### config.mk
export PLATFORM = sky130hd
export DESIGN_NAME = sscal_div
export DESIGN_NICKNAME = d
export VERILOG_FILES = /design/src/rtl/core/sscal_div.sv
export SDC_FILE = /design/constraint.sdc
export NUM_CORES = 1
export LEC_CHECK = 0
export BUFFER_PORTS_ARGS = -buffer_cell sky130_fd_sc_hd__clkbuf_2
export CAP_MARGIN = 15
export CORE_UTILIZATION = 59
export CTS_CLUSTER_SIZE = 16
export DETAILED_ROUTE_END_ITERATION = 10
export GPL_ROUTABILITY_DRIVEN = 1
export PLACE_DENSITY = 0.89
export SYNTH_ARGS = -nofsm -noshare
export SYNTH_HDL_FRONTEND = slang
export SYNTH_SLANG_ARGS = --single-unit
### constraint.sdc
create_clock -name clk -period 3.9 [get_ports clk]
set_input_delay 0.585 -clock clk [delete_from_list [all_inputs] [get_ports clk]]
set_output_delay 0.585 -clock clk [all_outputs]
set_load 0.01 [all_outputs]
### src/rtl/core/sscal_div.sv
// ----------------------------------------------------------------------------
// sscal_div
// restoring divider, one quotient bit per cycle
// ----------------------------------------------------------------------------
module sscal_div #(
  parameter int W = 20
) (
  input  logic         clk,
  input  logic         rst,
  input  logic         start,
  input  logic [W-1:0] dividend,
  input  logic [W-1:0] divisor,
  output logic         busy,
  output logic [W-1:0] quotient,
  output logic [W-1:0] remainder
);

  localparam int CNTW = $clog2(W + 1);

  logic [W-1:0]    rem_q;
  logic [W-1:0]    quo_q;
  logic [W-1:0]    dvs_q;
  logic [CNTW-1:0] cnt_q;
  logic            busy_q;
  logic [W:0]      trial;
  logic            fits;

  assign trial = {rem_q, quo_q[W-1]};
  assign fits  = trial >= {1'b0, dvs_q};

  always_ff @(posedge clk) begin
    if (rst) begin
      busy_q <= 1'b0;
      cnt_q  <= '0;
    end else if (start) begin
      busy_q <= 1'b1;
      cnt_q  <= CNTW'(W);
    end else if (busy_q) begin
      cnt_q  <= cnt_q - CNTW'(1);
      busy_q <= cnt_q != CNTW'(1);
    end
  end

  always_ff @(posedge clk) begin
    if (start) begin
      rem_q <= '0;
      quo_q <= dividend;
      dvs_q <= divisor;
    end else if (busy_q) begin
      if (fits) begin
        rem_q <= W'(trial - {1'b0, dvs_q});
        quo_q <= {quo_q[W-2:0], 1'b1};
      end else begin
        rem_q <= trial[W-1:0];
        quo_q <= {quo_q[W-2:0], 1'b0};
      end
    end
  end

  assign busy      = busy_q;
  assign quotient  = quo_q;
  assign remainder = rem_q;

endmodule

Word-level counts from Yosys, hierarchy flattened
Index checks and enable logic that the tools add are counted.
{"block": "word_totals", "ff_bits": 66, "input_bits": 43, "out_inout_bits": 41, "word_cells": 20}
{"block": "op_classes", "add_sub_neg": 2, "n_lt_le_gt_ge": 1, "n_eq_ne": 1, "n_mux": 8, "n_reduce_logical": 2}
{"operator": "20-bit 2-to-1 mux", "n": 3}
{"operator": "21-bit by 20-bit greater-or-equal comparator with 1-bit output", "n": 1}
{"operator": "20-bit subtractor", "n": 1}
{"operator": "5-bit 2-to-1 mux", "n": 2}
{"operator": "5-bit by 1-bit inequality test with 1-bit output (second input constant)", "n": 1}
{"operator": "5-bit by 1-bit subtractor with 5-bit output (second input constant)", "n": 1}
{"operator": "1-bit 2-to-1 mux", "n": 3}
{"operator": "2-bit nonzero test", "n": 1}
{"operator": "2-bit OR reduction", "n": 1}

Longest topological paths before layout
Gate-level depths: netlist (run 1).
{"block": "logic_depth", "word_depth": 4, "ltp_mapped": 11, "ltp_nobuf": 10}

Least setup slack after synthesis (run 1)
No wires, ideal clock.
{"block": "synth_path", "path_type": "reg2reg", "startpoint": "register rem_q[14] (netlist: remainder[14])", "endpoint": "register rem_q[11] (netlist: remainder[11])", "setup_time_ps": 91, "t_arrival_ps": 2208, "required_ps": 3809, "path_slack_ps": 1601, "path_stages_with_launch": 10, "path_buffers": 2, "period_less_slack_ps": 2299, "cell_sequence": "dfxtp_1 > ha_1 > buf_2 > and4_1 > nand4_1 > o31ai_2 > o41ai_4 > buf_2 > nand2_1 > a311oi_1"}
{"block": "synth_via", "elab_chain_cells": 2}
{"item": "start, declared", "line_no": "20", "rtl": "logic [W-1:0] rem_q;"}
{"item": "start signal, assigned", "line_no": "51", "rtl": "rem_q <= W'(trial - {1'b0, dvs_q});"}
{"item": "start signal, assigned", "line_no": "54", "rtl": "rem_q <= trial[W-1:0];"}
{"item": "21-bit by 20-bit greater-or-equal comparator with 1-bit output", "line_no": "29", "rtl": "assign fits = trial >= {1'b0, dvs_q};"}
{"item": "20-bit 2-to-1 mux", "line_no": "50", "rtl": "if (fits) begin"}
Every way passes these cells.
A chain may end at the register's enable or synchronous reset.

Worst setup path after layout (run 1)
{"block": "layout_path", "startpoint": "register rem_q[17] (netlist: remainder[17])", "endpoint": "register rem_q[5] (netlist: remainder[5])"}
Same word-level chain as after synthesis.

==> results of run 1 <==
[through the flow]
step	setup WS, ps	hold slack (ps)	util	cell area (µm²)
6_report	928	403	0.735	4400
5_1_grt	796	405	0.735	4400
4_1_cts	928	401	0.735	4400
3_5_place_dp	954	494	0.698	4180
3_3_place_gp	1140	484	0.698	4180
2_1_floorplan	1600	468	-	3710
[power groups by stage]
stage,Sequential (W),Clock [W],Combinational (W)
floorplan,0.000871,0,0.000275
global placement,0.000860,0,0.000396
detailed placement,0.000865,0,0.000415
CTS,0.000850,0.000641,0.000421
global route,0.000858,0.000661,0.000463
finish,0.000850,0.000638,0.000425
[cell type report]
type                            instances  area [µm²]
Multi-Input combinational cell        258        1820
Sequential cell                        66        1720
Fill cell                             403        1590
Timing Repair Buffer                   86         438
Clock buffer                            9         124
Inverter                               29         109
Clock inverter                          7        93.8
Tap cell                               75        93.8
[layer usage]
metal,global-route usage,vias up,wire [µm]
met5,0,-,0
met4,0.170,0,320
met3,0.0528,30,577
met2,0.457,141,4390
met1,0.341,1514,3640
li1,-,1506,-
[cells by family (layout without fill, tap and decap cells)]
| group | after synthesis | in the layout | synth area share |
|---|---|---|---|
| adders and majority gates | 23 | 23 | 0.0795 |
| xor gates and xnor gates | 21 | 21 | 0.0495 |
| DFF | 66 | 66 | 0.464 |
| muxes | 19 | 19 | 0.0576 |
| and+or+nand+nor | 104 | 104 | 0.129 |
| buffers and inverters | 42 | 131 | 0.0455 |
| AOI/OAI and AO/OA | 91 | 91 | 0.175 |
[final timing paths]
| check | to | slack [ps] | cells past startpoint |
|---|---|---|---|
| hold reg to reg | cnt_q[1] | 510 | 2 |
| hold / removal | dvs_q[16] | 400 | 1 |
| setup / recovery | remainder[5] | 930 | 8 |
| setup reg to reg | remainder[5] | 930 | 8 |
[sequential cells by signal, summed over array words and instances (netlist names)]
name	flops
quotient	20
busy	1
remainder	20
cnt_q	5
dvs_q	20
[layout by cell type (no fill, tap or decap), types with 3 or more instances in the layout]
master	instances
clkbuf_2	83
nand2_1	46
edfxtp_1	40
inv_1	29
dfxtp_1	26
a21oi_1	25
ha_1	22
nor2_1	21
mux2_2	19
o21ai_0	14
xnor2_1	13
a311oi_1	12
clkbuf_8	9
xor2_1	8
nand2b_1	6
nor3_1	6
and2_1	5
nand3_1	5
a21o_1	5
o21a_1	5
and3_1	4
nand4_1	4
o211ai_1	4
a32oi_1	4
a211o_1	3
buf_4	3
[critical path, cell delays in order, from the launching register on]
cell and delay, ps:
dfxtp_1 360, ha_1 350, a21o_1 230, a211oi_2 250, o31ai_2 150, o41ai_4 860, buf_4 310, nand2_1 80
a311oi_1 280
==> impl_metrics.toml, run 1 <==
[outcome]
outcome = "finished clean"

[run]
cap_violations = 0

[detailed_routing]
drtPass1Iterations = 4
post_drt_wl_per_cell_um = 16.9
via_per_inst = 6.02
drc = 0
drtAntennaViolNets = 0
num_vias = 3191
wirelength_um = 8940
first_iter_violations = 199

[clock_tree]
htreeDepth = 3
cts_tree = "built"
hold_buffers = 0
clkTransAtPathRegs_ps = 80
postCtsResizedCells = 0
clock_latency_ps = 350
cts_made_buffers = 9
cts-root-buf = "clkbuf_8"
postCtsSetupRepairBufs = 0
cts.sinks = 66
cts_buffer_depth = 2

[power]
netSwitchingFraction = 0.297
power_switching_w = 0.000567
p_clk_frac = 0.333
leakage_nw = 1.93
p_comb_frac = 0.222
powerDensity_mw_per_mm2 = 435
intPower_w = 0.00135
power_w = 0.00191
ir_drop_uv = 298
p_seq_frac = 0.445

[worst_setup_path]
cp-start-kind = "flop"
cp_data_arrival_time_ps = 3220
end_kind = "flop"
path_max_fanout = 16
cp-startpoint = "remainder[17]"
r2r-start = "remainder[17]"
criticalPathCategory = "flop to flop"
cp.required_ps = 4150

[logic_synthesis]
synth_top_area_share = 0.324
syn_inst = 366
synthTopCellsByCount = "nand2_1, edfxtp_1, inv_1, dfxtp_1, a21oi_1"
syn-cell-area_mm2 = 0.00371
synth_edf_count = 40
yosysTopAreaCell = "edfxtp_1"
yosysUniqueCellTypes = 51
yosys_warnings = 0
avgSynthCellArea_um2 = 10.1
ys_seq_area_frac = 0.464
synth_top_cells_by_area = "edfxtp_1, dfxtp_1, ha_1"
synthArstFlopShare = 0
synthMostInstantiatedCell = "nand2_1"
ys_seq_elements = 66
synthFlopType = "edfxtp_1"
synth.net_count = 432

[timing]
period_share = 0.762
period_needed_ps = 2970
finalHoldViolCount = 0
fin_skew_ps = 11.2
setup-tns-final_ps = 0
fmax_mhz = 336
drv_slew = 0
maxSlewHeadroom = 0.412
rsz0062_at_grt = "false"
worstMarginPinSlew_ps = 879
setup_viol = 0

[floorplanning]
die_area_mm2 = 0.00661
num_rows = 28
fp.dieW_um = 81.3
start_util = 0.620
die_h_um = 81.3
ios = 84
core_mm2 = 0.00599

[global_routing]
grt_util_all_layers = 0.280
first_global_vias = 2994
antenna_found_initial = 0
gr-total-overflow = 0
grt_max_degree = 48
grt_pass1_wl_um = 13700

[layout]
num_antenna_cells = 0
syn_to_final_growth_pct = 18.6
instances_no_fill = 530
layout.nets = 516
drive_above_1_share = 0.277

[place]
port_buffers = 83
gp_congestion = 0.917
placed_cells = 514
post-dp-hpwl_um = 6390

[hold_path]
min_path_type = "input pin to flop"
min_from = "divisor[16]"
No activity file was read; power rests on OpenSTA's default activity.
==> inputs of run 2 (changes only) <==
--- a/config.mk
+++ b/config.mk
@@ -5,13 +5,14 @@
 export SDC_FILE = /design/constraint.sdc
 export NUM_CORES = 1
 export LEC_CHECK = 0
+export ABC_AREA = 1
 export BUFFER_PORTS_ARGS = -buffer_cell sky130_fd_sc_hd__clkbuf_2
 export CAP_MARGIN = 15
-export CORE_UTILIZATION = 59
+export CORE_UTILIZATION = 56
 export CTS_CLUSTER_SIZE = 16
 export DETAILED_ROUTE_END_ITERATION = 10
 export GPL_ROUTABILITY_DRIVEN = 1
-export PLACE_DENSITY = 0.89
+export PLACE_DENSITY = 0.84
 export SYNTH_ARGS = -nofsm -noshare
 export SYNTH_HDL_FRONTEND = slang
 export SYNTH_SLANG_ARGS = --single-unit
==> constraint.sdc (replaced) <==
create_clock -name clk -period 2.9 [get_ports clk]
set_input_delay 0.435 -clock clk [delete_from_list [all_inputs] [get_ports clk]]
set_output_delay 0.435 -clock clk [all_outputs]
set_load 0.01 [all_outputs]
==> run 2 against run 1 <==
  * First-iteration DRC count increased by 2.0%
  * Critical path depth increased by 2
  * Synthesized area increased by 13%
  * Cell area increased by 9.7%
  * Sequential power increased by 28%
  * Worst setup slack got worse by 270 ps
  * Synthesized cell count increased by 54%
  * Clock-buffer cell count unchanged
  * Sequential share of layout area decreased by 3.4 points
  * Wire length increased by 12%
  * Largest power group unchanged
==> impl_metrics.toml, run 2 <==
[layout]
final_util = 0.669
drive_above_1_share = 0.201
layout_common_cells = "nand2_1, inv_1, clkbuf_2"
final_common_cell = "nand2_1"
multi_input_area_mm2 = 0.00199
nFillCells = 659
layout.nets = 713
num_antenna_cells = 0
syn_to_final_growth_pct = 15.5
regArea_mm2 = 0.00172

[floorplanning]
core_mm2 = 0.00721
fp.dieW_um = 88.4
start_util = 0.579
die_h_um = 88.4
ios = 84
die_area_mm2 = 0.00781
num_rows = 31

[detailed_routing]
via_per_inst = 5.08
post_drt_wl_per_cell_um = 13.3
first_iter_violations = 203
wirelength_um = 10000
routed.top_layer = "met4"
drtPass1Iterations = 6
drc = 0
num_vias = 3814
drtAntennaViolNets = 0
met2_length_um = 4690
wl_met3_um = 586
drt-met1-wl_um = 4490

[timing]
rsz0062_at_grt = "false"
worstMarginPinSlew_ps = 958
whs_ps = 227
maxSlewHeadroom = 0.359
drv_slew = 0
fin_skew_ps = 14.3
period_needed_ps = 2240
finalHoldViolCount = 0
period_share = 0.772
setup_viol = 0
fmax_mhz = 447
setup-tns-final_ps = 0

[hold_path]
min_path_type = "input pin to flop"

[logic_synthesis]
synth_top_area_share = 0.288
synthTopCellsByCount = "nand2_1, inv_1, nand3_1, edfxtp_1, nor2_1"
avgSynthCellArea_um2 = 7.42
ys_seq_elements = 66
ys_seq_area_frac = 0.412
syn-cell-area_mm2 = 0.00418
synthArstFlopShare = 0
synth_edf_count = 40
yosys_warnings = 0
synth.net_count = 629
synth_top_cells_by_area = "edfxtp_1, nand2_1, dfxtp_1"
synthFlopType = "edfxtp_1"
yosysUniqueCellTypes = 35
yosysTopAreaCell = "edfxtp_1"
synthMostInstantiatedCell = "nand2_1"
syn_inst = 563

[global_routing]
grt_max_degree = 44
first_global_vias = 3688
grt_util_all_layers = 0.279
grt_pass1_wl_um = 16500
gr-total-overflow = 0
antenna_found_initial = 0

[worst_setup_path]
crit_family = "simple AND/OR/NAND/NOR gates"
cp-start-kind = "flop"
crit_top_cell = "nand2_1"
slowest_delay_ps = 390
path_buf_inv = 1
end_kind = "flop"
path_max_fanout = 20
cpMaxStageDelayCell = "ha_1"
cp.required_ps = 3190
crit_chain = "ha_1 -> a21oi_1 -> inv_1 -> nand2_1 -> a21oi_2 -> nor2_4 -> nand2_4 -> nand2_1 -> nand3_1 -> o21ai_1"
criticalPathCategory = "flop to flop"
cp_data_arrival_time_ps = 2530

[place]
port_buffers = 83
gp_congestion = 0.893
post-dp-hpwl_um = 7400

[clock_tree]
cts_buffer_depth = 2
cts_tree = "built"
clock_latency_ps = 360
clkTransAtPathRegs_ps = 90
cts.sinks = 66
cts_made_buffers = 9
postCtsResizedCells = 0
htreeDepth = 3
postCtsSetupRepairBufs = 0
cts-root-buf = "clkbuf_8"
hold_buffers = 0

[power]
ir_drop_uv = 331
leakage_nw = 2.60
powerDensity_mw_per_mm2 = 444
power_w = 0.00215

[run]
cap_violations = 0

[outcome]
outcome = "finished clean"
run 2: layout make-up:
type / count / share of cell area
Clock buffer: 9 / 0.0257
Clock inverter: 7 / 0.0122
Inverter: 98 / 0.0762
Multi-Input combinational cell: 385 / 0.411
Sequential cell: 66 / 0.357
Tap cell: 99 / 0.0257
Timing Repair Buffer: 87 / 0.0923
run 2: routing by layer:
metal	up-vias	global-route usage
met1	1718	0.343
li1	1940	-
met3	27	0.0681
met5	-	0
met4	0	0.126
met2	129	0.464
run 2: path summary, 6_finish.rpt:
| path | start | endpoint | slack, ps | cells after the start |
|---|---|---|---|---|
| setup / recovery | remainder[13] | remainder[8] | 660 | 10 |
| setup reg to reg | remainder[13] | remainder[8] | 660 | 10 |
| hold reg to reg | cnt_q[4] | cnt_q[4] | 470 | 2 |
| hold / removal | rst | cnt_q[4] | 230 | 2 |
run 2: stage by stage:
step | instance area [µm²] | instances | worst slack, ps
CTS | 4830 | 751 | 702
floorplan | 4180 | 563 | 1020
detailed placement | 4640 | 735 | 726
finish | 4830 | 751 | 662
global placement | 4640 | 735 | 724
global route | 4830 | 751 | 448
run 2: report_power, final:
part / switching, W / internal [W]
Combinational: 0.000195 / 0.000115
Clock: 0.000419 / 0.000322
Sequential: 0.0000314 / 0.00106
Total: 0.000646 / 0.00150
run 2: logic make-up (layout without fill, tap and decap cells):
kind of cell,after synthesis,after routing,share of synthesized area
XOR/XNOR,9,9,0.0189
adder cells (fa/ha/maj),23,23,0.0707
flip-flops,66,66,0.412
buffers and inverters,112,201,0.113
AO/OA/AOI/OAI,33,33,0.0440
AND/OR/NAND/NOR,320,320,0.342
==> inputs of run 3 (changes only) <==
==> config.mk (replaced) <==
export PLATFORM = sky130hd
export DESIGN_NAME = sscal_div
export DESIGN_NICKNAME = d
export VERILOG_FILES = /design/src/rtl/core/sscal_div.sv
export SDC_FILE = /design/constraint.sdc
export NUM_CORES = 1
export LEC_CHECK = 0
export ABC_AREA = 0
export BUFFER_PORTS_ARGS = -buffer_cell sky130_fd_sc_hd__clkbuf_2
export CAP_MARGIN = 15
export CORE_UTILIZATION = 54
export CTS_CLUSTER_SIZE = 16
export DETAILED_ROUTE_END_ITERATION = 10
export GPL_ROUTABILITY_DRIVEN = 1
export PLACE_DENSITY = 0.83
export SYNTH_ARGS = -nofsm -noshare
export SYNTH_HDL_FRONTEND = slang
export SYNTH_SLANG_ARGS = --single-unit
==> constraint.sdc (replaced) <==
create_clock -name clk -period 2.1 [get_ports clk]
set_input_delay 0.315 -clock clk [delete_from_list [all_inputs] [get_ports clk]]
set_output_delay 0.315 -clock clk [all_outputs]
set_load 0.01 [all_outputs]
==> run 3 against run 2 <==
  * The flow now finishes with violations (DRC, setup timing)
  * Register-to-register slack lost 1100 ps
  * Cell count is 19% lower
  * Cell area grew 13%
  * Clock-buffer cell count up 1
  * Global-route usage up 5.3 points
  * Flip-flop and latch count is the same
  * Critical path depth stayed put
  * Worst setup slack worse by 1100 ps
  * Sequential power up 45%
  * Non-clock buffer count up 75
  * Via count is 3.9% lower
  * Utilization rose by 17 points
  * Largest cell class unchanged
==> impl_metrics.toml, run 3 (synthesis results as in run 1) <==
[floorplanning]
die_h_um = 84.9
start_util = 0.572
ios = 84
core_mm2 = 0.00649
fp.dieW_um = 84.9
num_rows = 29
die_area_mm2 = 0.00721

[place]
post-dp-hpwl_um = 7190
port_buffers = 83
placed_cells = 584
gp_congestion = 0.894

[timing]
setup_viol = 21
whs_ps = 132
maxSlewHeadroom = 0.701
fin_ws_ps = -408
drv_slew = 0
period_needed_ps = 2510
rsz0062_at_grt = "true"
period_share = 1.19
worstMarginPinSlew_ps = 447
fmax_mhz = 399
finalHoldViolCount = 0
fin_skew_ps = 11.3
setup-tns-final_ps = -7140

[detailed_routing]
first_iter_violations = 336
via_per_inst = 6.02
wirelength_um = 12200
drtAntennaViolNets = 0
drc = 2
drtPass1Iterations = 8
num_vias = 3664
post_drt_wl_per_cell_um = 20.1

[layout]
num_antenna_cells = 0
layout.nets = 593
nFillCells = 331
final_common_cell = "clkbuf_2"
drive_above_1_share = 0.504
instances_no_fill = 609
layout_common_cells = "clkbuf_2, buf_4, nand2_1, edfxtp_1, inv_1"
final_util = 0.840
syn_to_final_growth_pct = 47.0

[clock_tree]
htreeDepth = 3
cts.sinks = 66
hold_buffers = 0
cts-root-buf = "clkbuf_8"
clkTransAtPathRegs_ps = 80
cts_made_buffers = 9
clock_latency_ps = 360
cts_tree = "built"
cts_buffer_depth = 2

[global_routing]
grt_pass1_wl_um = 18100
gr-total-overflow = 0
grt_max_degree = 31
antenna_found_initial = 0
first_global_vias = 3698
grt_util_all_layers = 0.332

[power]
power_w = 0.00418
ir_drop_uv = 743
leakage_nw = 2.37
powerDensity_mw_per_mm2 = 765

[worst_setup_path]
path_buf_inv = 2
cp.required_ps = 2330
criticalPathCategory = "flop to flop"
cp-start-kind = "flop"
cp_data_arrival_time_ps = 2730
cpMaxStageDelayCell = "o31ai_4"
slowest_delay_ps = 400
crit_chain = "inv_2 -> ha_4 -> and4_4 -> nand4_1 -> o31ai_4 -> buf_4 -> nand3_1 -> and2_1 -> o31ai_1 -> a21oi_1"
end_kind = "flop"
crit_family = "simple AND/OR/NAND/NOR gates"
path_max_fanout = 4

[outcome]
violations = "DRC, setup timing"
outcome = "finished with violations"

[run]
cap_violations = 0

[hold_path]
min_path_type = "input pin to flop"
==> run 3: changes by cell type in the layout (fill, tap and decap cells not counted), sizes merged, moves of 6 or more <==
| cell | delta |
|---|---|
| a21oi | +7 |
| nand2b | +6 |
| nand3b | -10 |
| nand2 | -164 |
| inv | -70 |
| a311oi | +12 |
| buf | +75 |
| o21a | +6 |
| xor2 | +6 |
| mux2 | +19 |
| xnor2 | +6 |
| nand3 | -54 |
| nor2 | -12 |
==> run 3: worst reg2reg max path, delay by kind of cell, from the launching register on <==
family | cells | cell delay [ps]
AOI/OAI and AO/OA | 3 | 680
adders and majority gates | 1 | 270
buffers and inverters | 2 | 270
DFF | 1 | 350
and+or+nand+nor | 4 | 810
==> run 3: report_power, final <==
group,total [W],switching (W),internal (W),leakage [nW]
Combinational,0.00126,0.000650,0.000614,1.64
Sequential,0.00158,0.0000789,0.00150,0.613
Clock,0.00134,0.000542,0.000793,0.117
==> run 3: area by class of cell <==
| class | instances | area (µm²) | area share |
|---|---|---|---|
| timing repair buffer | 162 | 1030 | 0.188 |
| multi-input combinational | 259 | 2250 | 0.413 |
| tap | 77 | 96.3 | 0.0177 |
| clock inverter | 6 | 115 | 0.0211 |
| inverter | 29 | 109 | 0.0199 |
| clock buffer | 10 | 128 | 0.0234 |
| sequential | 66 | 1730 | 0.317 |
==> run 3: worst paths after layout <==
kind	start	end	slack, ps	depth (start not counted)
setup reg to reg	dvs_q[14]	remainder[17]	-410	10
setup / recovery	dvs_q[14]	remainder[17]	-410	10
hold / removal	divisor[14]	dvs_q[14]	130	1
hold reg to reg	cnt_q[1]	cnt_q[1]	510	2
==> run 3: per-layer routing <==
layer,GRT usage,up-vias,part of all wire
met2,0.591,193,0.52
met5,0,-,0
met1,0.378,1757,0.38
met3,0.0603,52,0.068
li1,-,1662,-
met4,0.182,0,0.034
==> run 3: timing repair <==
item,in CTS,in global routing
pin swaps,16,11
cloned,3,0
buffers inserted,8,0
gates resized for setup,36,23
setup endpoints to repair,21,21
==> run 3: through the flow <==
stage	setup WS (ps)	instance area [µm²]
6_report	-408	5460
5_1_grt	-517	5460
4_1_cts	-174	5350
3_5_place_dp	-219	4880
3_3_place_gp	-152	4880
2_1_floorplan	-61.1	3910
